==> config.mk <==
export PLATFORM = sky130hd
export DESIGN_NAME = rcf_divider
export DESIGN_NICKNAME = d
export VERILOG_FILES = /design/src/hw/rtl/rcf_pkg.sv /design/src/hw/rtl/rcf_div_cell.sv /design/src/hw/rtl/rcf_divider.sv
export SDC_FILE = /design/constraint.sdc
export NUM_CORES = 2
export LEC_CHECK = 0
export ABC_AREA = 1
export BUFFER_PORTS_ARGS = -buffer_cell sky130_fd_sc_hd__buf_4
export CAP_MARGIN = 10
export CELL_PAD_IN_SITES_DETAIL_PLACEMENT = 1
export CELL_PAD_IN_SITES_GLOBAL_PLACEMENT = 2
export CORE_AREA = 4 4 676 678
export DETAILED_ROUTE_END_ITERATION = 16
export DIE_AREA = 0 0 680 682
export PLACE_DENSITY = 0.62
export SYNTH_ARGS = -nofsm -noshare
export SYNTH_HDL_FRONTEND = slang
export SYNTH_SLANG_ARGS = --single-unit
==> constraint.sdc <==
create_clock -name aclk -period 2.29 [get_ports aclk]
set_input_delay 0.687 -clock aclk [delete_from_list [all_inputs] [get_ports aclk]]
set_output_delay 0.687 -clock aclk [all_outputs]
set_load 0.1 [all_outputs]
==> src/hw/rtl/rcf_pkg.sv <==
// shared types and constants of the rgb 5x5 convolution filter
`timescale 1ns / 1ps
package rcf_pkg;

    localparam int SUM_W      = 21;   // 25 taps of 255 * 255 fit in 21 bits
    localparam int COEFF_W    = 40;
    localparam int COEFF_ROWS = 5;
    localparam int MAX_HEIGHT = 4096;
    localparam int ROW_W      = 12;
    localparam int HDIM_W     = 13;
    localparam int FW_W       = 11;
    localparam int CFG_IDX_W  = 3;

    typedef enum logic [CFG_IDX_W-1:0] {
        REG_COEFF_ROW0   = 3'd0,
        REG_COEFF_ROW1   = 3'd1,
        REG_COEFF_ROW2   = 3'd2,
        REG_COEFF_ROW3   = 3'd3,
        REG_COEFF_ROW4   = 3'd4,
        REG_DIVISOR      = 3'd5,
        REG_FRAME_WIDTH  = 3'd6,
        REG_FRAME_HEIGHT = 3'd7
    } cfg_reg_t;

    typedef enum logic [2:0] {
        ST_IDLE,
        ST_CHECK,
        ST_ACC,
        ST_FLUSH,
        ST_DIV,
        ST_OUT
    } state_t;

    typedef struct packed {
        logic       kind;
        logic [7:0] pixel_red;
        logic [7:0] pixel_green;
        logic [7:0] pixel_blue;
    } pix_in_t;

    typedef struct packed {
        logic [7:0] out_red;
        logic [7:0] out_green;
        logic [7:0] out_blue;
        logic       frame_end;
    } pix_out_t;

    typedef logic [SUM_W-1:0] sum_t;

    typedef struct packed {
        logic            valid;
        logic [7:0]      div;
        sum_t [2:0]      dvd;
        sum_t [2:0]      quo;
        logic [2:0][7:0] rem;
    } div_stage_t;

endpackage

==> src/hw/rtl/rcf_div_cell.sv <==
// one restoring division cell: settles one quotient bit for all three channels
`timescale 1ns / 1ps
module rcf_div_cell #(
    parameter int BIT = 0
) (
    input  logic               aclk,
    input  logic               aresetn,
    input  rcf_pkg::div_stage_t stage_in,
    output rcf_pkg::div_stage_t stage_out
);
    import rcf_pkg::*;

    div_stage_t stage_reg;
    div_stage_t stage_next;
    logic [8:0] trial [3];

    always_comb begin
        stage_next = stage_in;
        for (int c = 0; c < 3; c++) begin
            trial[c] = {stage_in.rem[c], stage_in.dvd[c][BIT]};
            if (trial[c] >= {1'b0, stage_in.div}) begin
                stage_next.rem[c]      = 8'(trial[c] - {1'b0, stage_in.div});
                stage_next.quo[c][BIT] = 1'b1;
            end else begin
                stage_next.rem[c] = trial[c][7:0];
            end
        end
    end

    always_ff @(posedge aclk) begin
        if (!aresetn) begin
            stage_reg.valid <= 1'b0;
        end else begin
            stage_reg <= stage_next;
        end
    end

    assign stage_out = stage_reg;

endmodule

==> src/hw/rtl/rcf_divider.sv <==
// chain of division cells, one quotient bit per cell, msb first
`timescale 1ns / 1ps
module rcf_divider (
    input  logic               aclk,
    input  logic               aresetn,
    input  rcf_pkg::div_stage_t div_in,
    output rcf_pkg::div_stage_t div_out
);
    import rcf_pkg::*;

    div_stage_t link [SUM_W+1];

    assign link[0] = div_in;

    for (genvar i = 0; i < SUM_W; i++) begin : g_cell
        rcf_div_cell #(
            .BIT(SUM_W - 1 - i)
        ) u_cell (
            .aclk     (aclk),
            .aresetn  (aresetn),
            .stage_in (link[i]),
            .stage_out(link[i+1])
        );
    end

    assign div_out = link[SUM_W];

endmodule

# Word level (Yosys, flattened, before mapping)
# Cells that the tools add are included.
# op_classes
n_addsub	63
multipliers	0
div_mod_pow	0
n_lt_le_gt_ge	63
eq_ne	0
shift	0
muxes	63
n_bitwise	0
n_reduce_logical	0
# op_table
operator	n
9-bit by 8-bit >= comparator with 1-bit output	63
8-bit 2-to-1 mux	63
8-bit subtractor	63
# totals
ff_bits	3339
latchBits	0
ram_bits	0
rom_bits	0
output_inout_bits	159
word_cells	483
memories	0

# Longest topological paths before layout
# logic_depth
ltp_word	2
mapped_depth	12

# By module
# From an unflattened synthesis, not the netlist that was laid out.
# unflattened
cells_unflattened	10003
hier_area_um2	136186.9
# modules_own_cells
module	n_inst	cells_per_inst	area_each_um2	seq_area_each_um2
rcf_div_cell (g_cell[15].u_cell ...)	11	482	6476.2	4764.6
rcf_div_cell (g_cell[0].u_cell ...)	9	470	6496.2	4764.6
rcf_div_cell (g_cell[8].u_cell)	1	471	6482.5	4764.6

# Least setup slack after synthesis
# No wires, ideal clock.
# synth_path
path_kind	input port to flip-flop
startpoint	input port div_in[152] in the netlist's numbering
endpoint	register g_cell[0].u_cell.stage_reg, in the netlist g_cell[0].u_cell.stage_out[65], data pin
setup_time_ns	0.259
arrival_ns	1.816
required_ns	2.031
slack_ns	0.215
cell_stages	8
path_buffers	0
path_cell_list	inv_1 > ha_1 > or2_4 > nand3b_2 > nand2_2 > nand2_4 > nand2_4 > or2_1
# synth_via
elab_chain_len	1
# synth_lines
item	line_no	text
from (decl)	rcf_divider.sv:6	input rcf_pkg::div_stage_t div_in,
9-bit by 8-bit >= comparator with 1-bit output	rcf_div_cell.sv:21	if (trial[c] >= {1'b0, stage_in.div}) begin
to (signal assigned)	rcf_div_cell.sv:34	stage_reg <= stage_next;
to (decl)	rcf_div_cell.sv:13	div_stage_t stage_reg;
# No other way between the ends.
# A chain may end at the register's enable or synchronous reset.

# Worst setup path after layout
# layout_path
startpoint	register g_cell[20].u_cell.stage_reg, in the netlist g_cell[20].u_cell.stage_out[142]
endpoint	output port div_out[142] in the netlist's numbering
# layout_lines
item	line_no	text
from (decl)	rcf_div_cell.sv:13	
from (signal assigned)	rcf_div_cell.sv:34	
to (decl)	rcf_divider.sv:7	output rcf_pkg::div_stage_t div_out
# No word-level cell between the ends.

==> results.toml <==
[detailed_routing]
via_per_inst = 4.28
drt_first_pass_iters = 6
drt_iter0_drc = 4360
ant_nets = 0
wl_mm = 320
drc = 0
vias = 75400
wl_per_cell_um = 18.2

[clock_network]
cts_root_buf = "clkbuf_16"
clk_path_buf_depth = 4
htree_levels = 5
numCtsBuffers = 370
path_clk_slew_ns = 0.06
cts.sinks = 3339
clkLatencyLatePin_ns = 0.98
cts_tree = "done"

[global_route]
antenna_found_initial = 23
grt.overflow.total = 0
first_global_vias = 80400
grt_max_degree = 99
grt_pass1_wl_mm = 491
grt_usage_pct = 13.7

[place]
post-place-ws_ns = -0.224
post_dp_cell_area_sq_um = 150000
gp_congestion = 0.827
portBuffers = 319
place_hpwl_mm = 239

[run]
drv_cap = 0

[timing]
relSlewSlack_pct = 63.9
post-route-period-util_pct = 110
rsz0062_at_grt = "yes"
worst-slew-pin-transition_ns = 0.541
setup_viol = 18
finalMaxSlewViolations = 0
hold_violations = 0
fmax_mhz = 397
skew_ns = 0.0519
fin_ws_ns = -0.230
period_minus_slack_ns = 2.52

[logic_synthesis]
synth_top_cell_area_share_pct = 73.9
synth_edf_count = 3318
syn_area_sq_um = 135000
async_flop_share_pct = 0
yosysMostFrequentCell = "edfxtp_1"
syn_area_per_cell_sq_um = 13.5
synth_area_leaders = "edfxtp_1, nand2_1, ha_1, inv_1, nand3_1"
yosysTopAreaCell = "edfxtp_1"
ys_ff_latch = 3339
synth.distinct_cells = 39
syn_nets = 10700
synth_ff_type = "edfxtp_1"
syn_inst = 9966
ys_top_cells_by_count = "edfxtp_1, nand2_1, inv_1, nand3_1, ha_1"
synth-seq-area-share_pct = 74.2
yosys_warnings = 0

[worst_hold_path]
hold_path.class = "input pin to register"
hold_depth = 2

[final_layout]
nets = 12100
drive_gt1_share_pct = 14.7
seq_area_sq_um = 100000
fillers = 47400
final_cell_area_sq_um = 164000
largest_reg_flops = 3339
multiInputGateArea_sq_um = 30100
area_delta_synth_final_pct = 21.9

[worst_setup_path]
critPathKind = "register to output port"
critPathSlowestCell = "edfxtp_1"
rr_worst_depth = 8
critPathLaunchType = "register"
critPathMaxFanout = 1
critPathTopFamily = "flip-flops"
path_buf_inv = 1
crit_cells = 1
path_cells = "buf_12"
cp.arrival_ns = 1.83
max_stage_delay_ns = 0.63
cp-end-kind = "output port"
worstPathRequired_ns = 1.60

[floorplan]
rows = 247
initial_core_util_pct = 29.9
die_y_um = 682
core_sq_um = 451000
dieArea_sq_um = 464000
ioPinCount = 320
chipWidth_um = 680

[power_and_ir_drop]
power.density_nw_per_um2 = 1190
finalPower_mw = 196
p_leak_nw = 67.1
ir_worst_vdd_v = 0.000715

[run_status]
status = "complete, but fails checks"
violations = "setup timing"
-- cells in the final DEF (no fill, tap or decap), drive strengths merged, types with 150 or more instances in the layout --
cell type / instances
edfxtp: 3318
nand2: 2809
inv: 1301
nand3: 854
buf: 846
ha: 504
clkbuf: 446
nor2: 358
a21oi: 259
clkinv: 178
dlygate4sd3: 150
-- path summary, 6_finish.rpt --
| path | startpoint | to | slack [ns] |
|---|---|---|---|
| worst min register to register | g_cell[14].u_cell.stage_out[146]$_DFFE_PP_ | g_cell[15].u_cell.stage_out[146]$_DFFE_PP_ | 0.37 |
| worst min-delay path | div_in[151] | g_cell[0].u_cell.stage_out[151]$_DFFE_PP_ | 0.12 |
| worst max-delay path | g_cell[20].u_cell.stage_out[142]$_DFFE_PP_ | div_out[142] | -0.23 |
| worst max register to register | g_cell[14].u_cell.stage_out[152]$_DFFE_PP_ | g_cell[15].u_cell.stage_out[71]$_SDFFCE_PP1P_ | 0.08 |
-- timing repair --
action	in CTS	in global routing
endpoints found under the hold margin	150	0
setup endpoints to repair	163	367
hold buffers	150	0
gates cloned	0	2
pin swaps	0	7
gates resized for setup	199	75
setup buffers	0	15
-- cell type report --
| type | count | area share (%) |
|---|---|---|
| Multi-Input combinational cell | 5329 | 18.3 |
| Tap cell | 5976 | 4.55 |
| Clock buffer | 446 | 5.88 |
| Timing Repair Buffer | 996 | 5.90 |
| Sequential cell | 3339 | 60.9 |
| Inverter | 1297 | 2.97 |
| Clock inverter | 234 | 1.52 |
| Antenna cell | 3 | 0.00457 |
-- report_power, final --
group / switching, mW / internal, mW
clock network: 24.6 / 34.1
logic: 34.7 / 19.2
registers: 5.86 / 77.9
total: 65.2 / 131
-- worst reg2reg max path, stage by stage (launching register included) --
cell      delay, ns
edfxtp_1       0.41
inv_2          0.16
ha_1           0.29
or2_1          0.28
nand3b_1       0.14
nand2_1        0.13
nand2_4        0.17
nand3b_1       0.16
buf_4          0.20
-- metrics by stage --
step | instances | util (%) | setup TNS (ns) | hold slack (ns)
5_1_grt | 17600 | 36.4 | -11.00 | 0.0380
3_5_place_dp | 16800 | 33.2 | -3.99 | 0.399
3_3_place_gp | 16800 | 33.2 | -4.54 | 0.400
2_1_floorplan | 9966 | - | 0 | 0.390
4_1_cts | 17600 | 36.4 | -15.05 | 0.000327
6_report | 17600 | 36.4 | -1.84 | 0.125
-- cell families after synthesis --
family          count (synthesis)  share of synthesized area [%]
buf+inv                      1300                           3.62
xor+xnor                      189                           1.23
flops                        3339                           74.2
compound gates                270                           1.14
fa+ha+maj                     567                           5.61
simple gates                 4301                           14.2
-- layer usage --
layer	part of all wire (%)	GRT usage, %	up-vias
met5	0.0084	0	-
met4	2.7	3.76	4
met3	3.3	2.04	487
met2	45	21.7	928
met1	49	19.6	36700
li1	-	-	37300
Note: power is estimated with default switching activity, not from simulation.
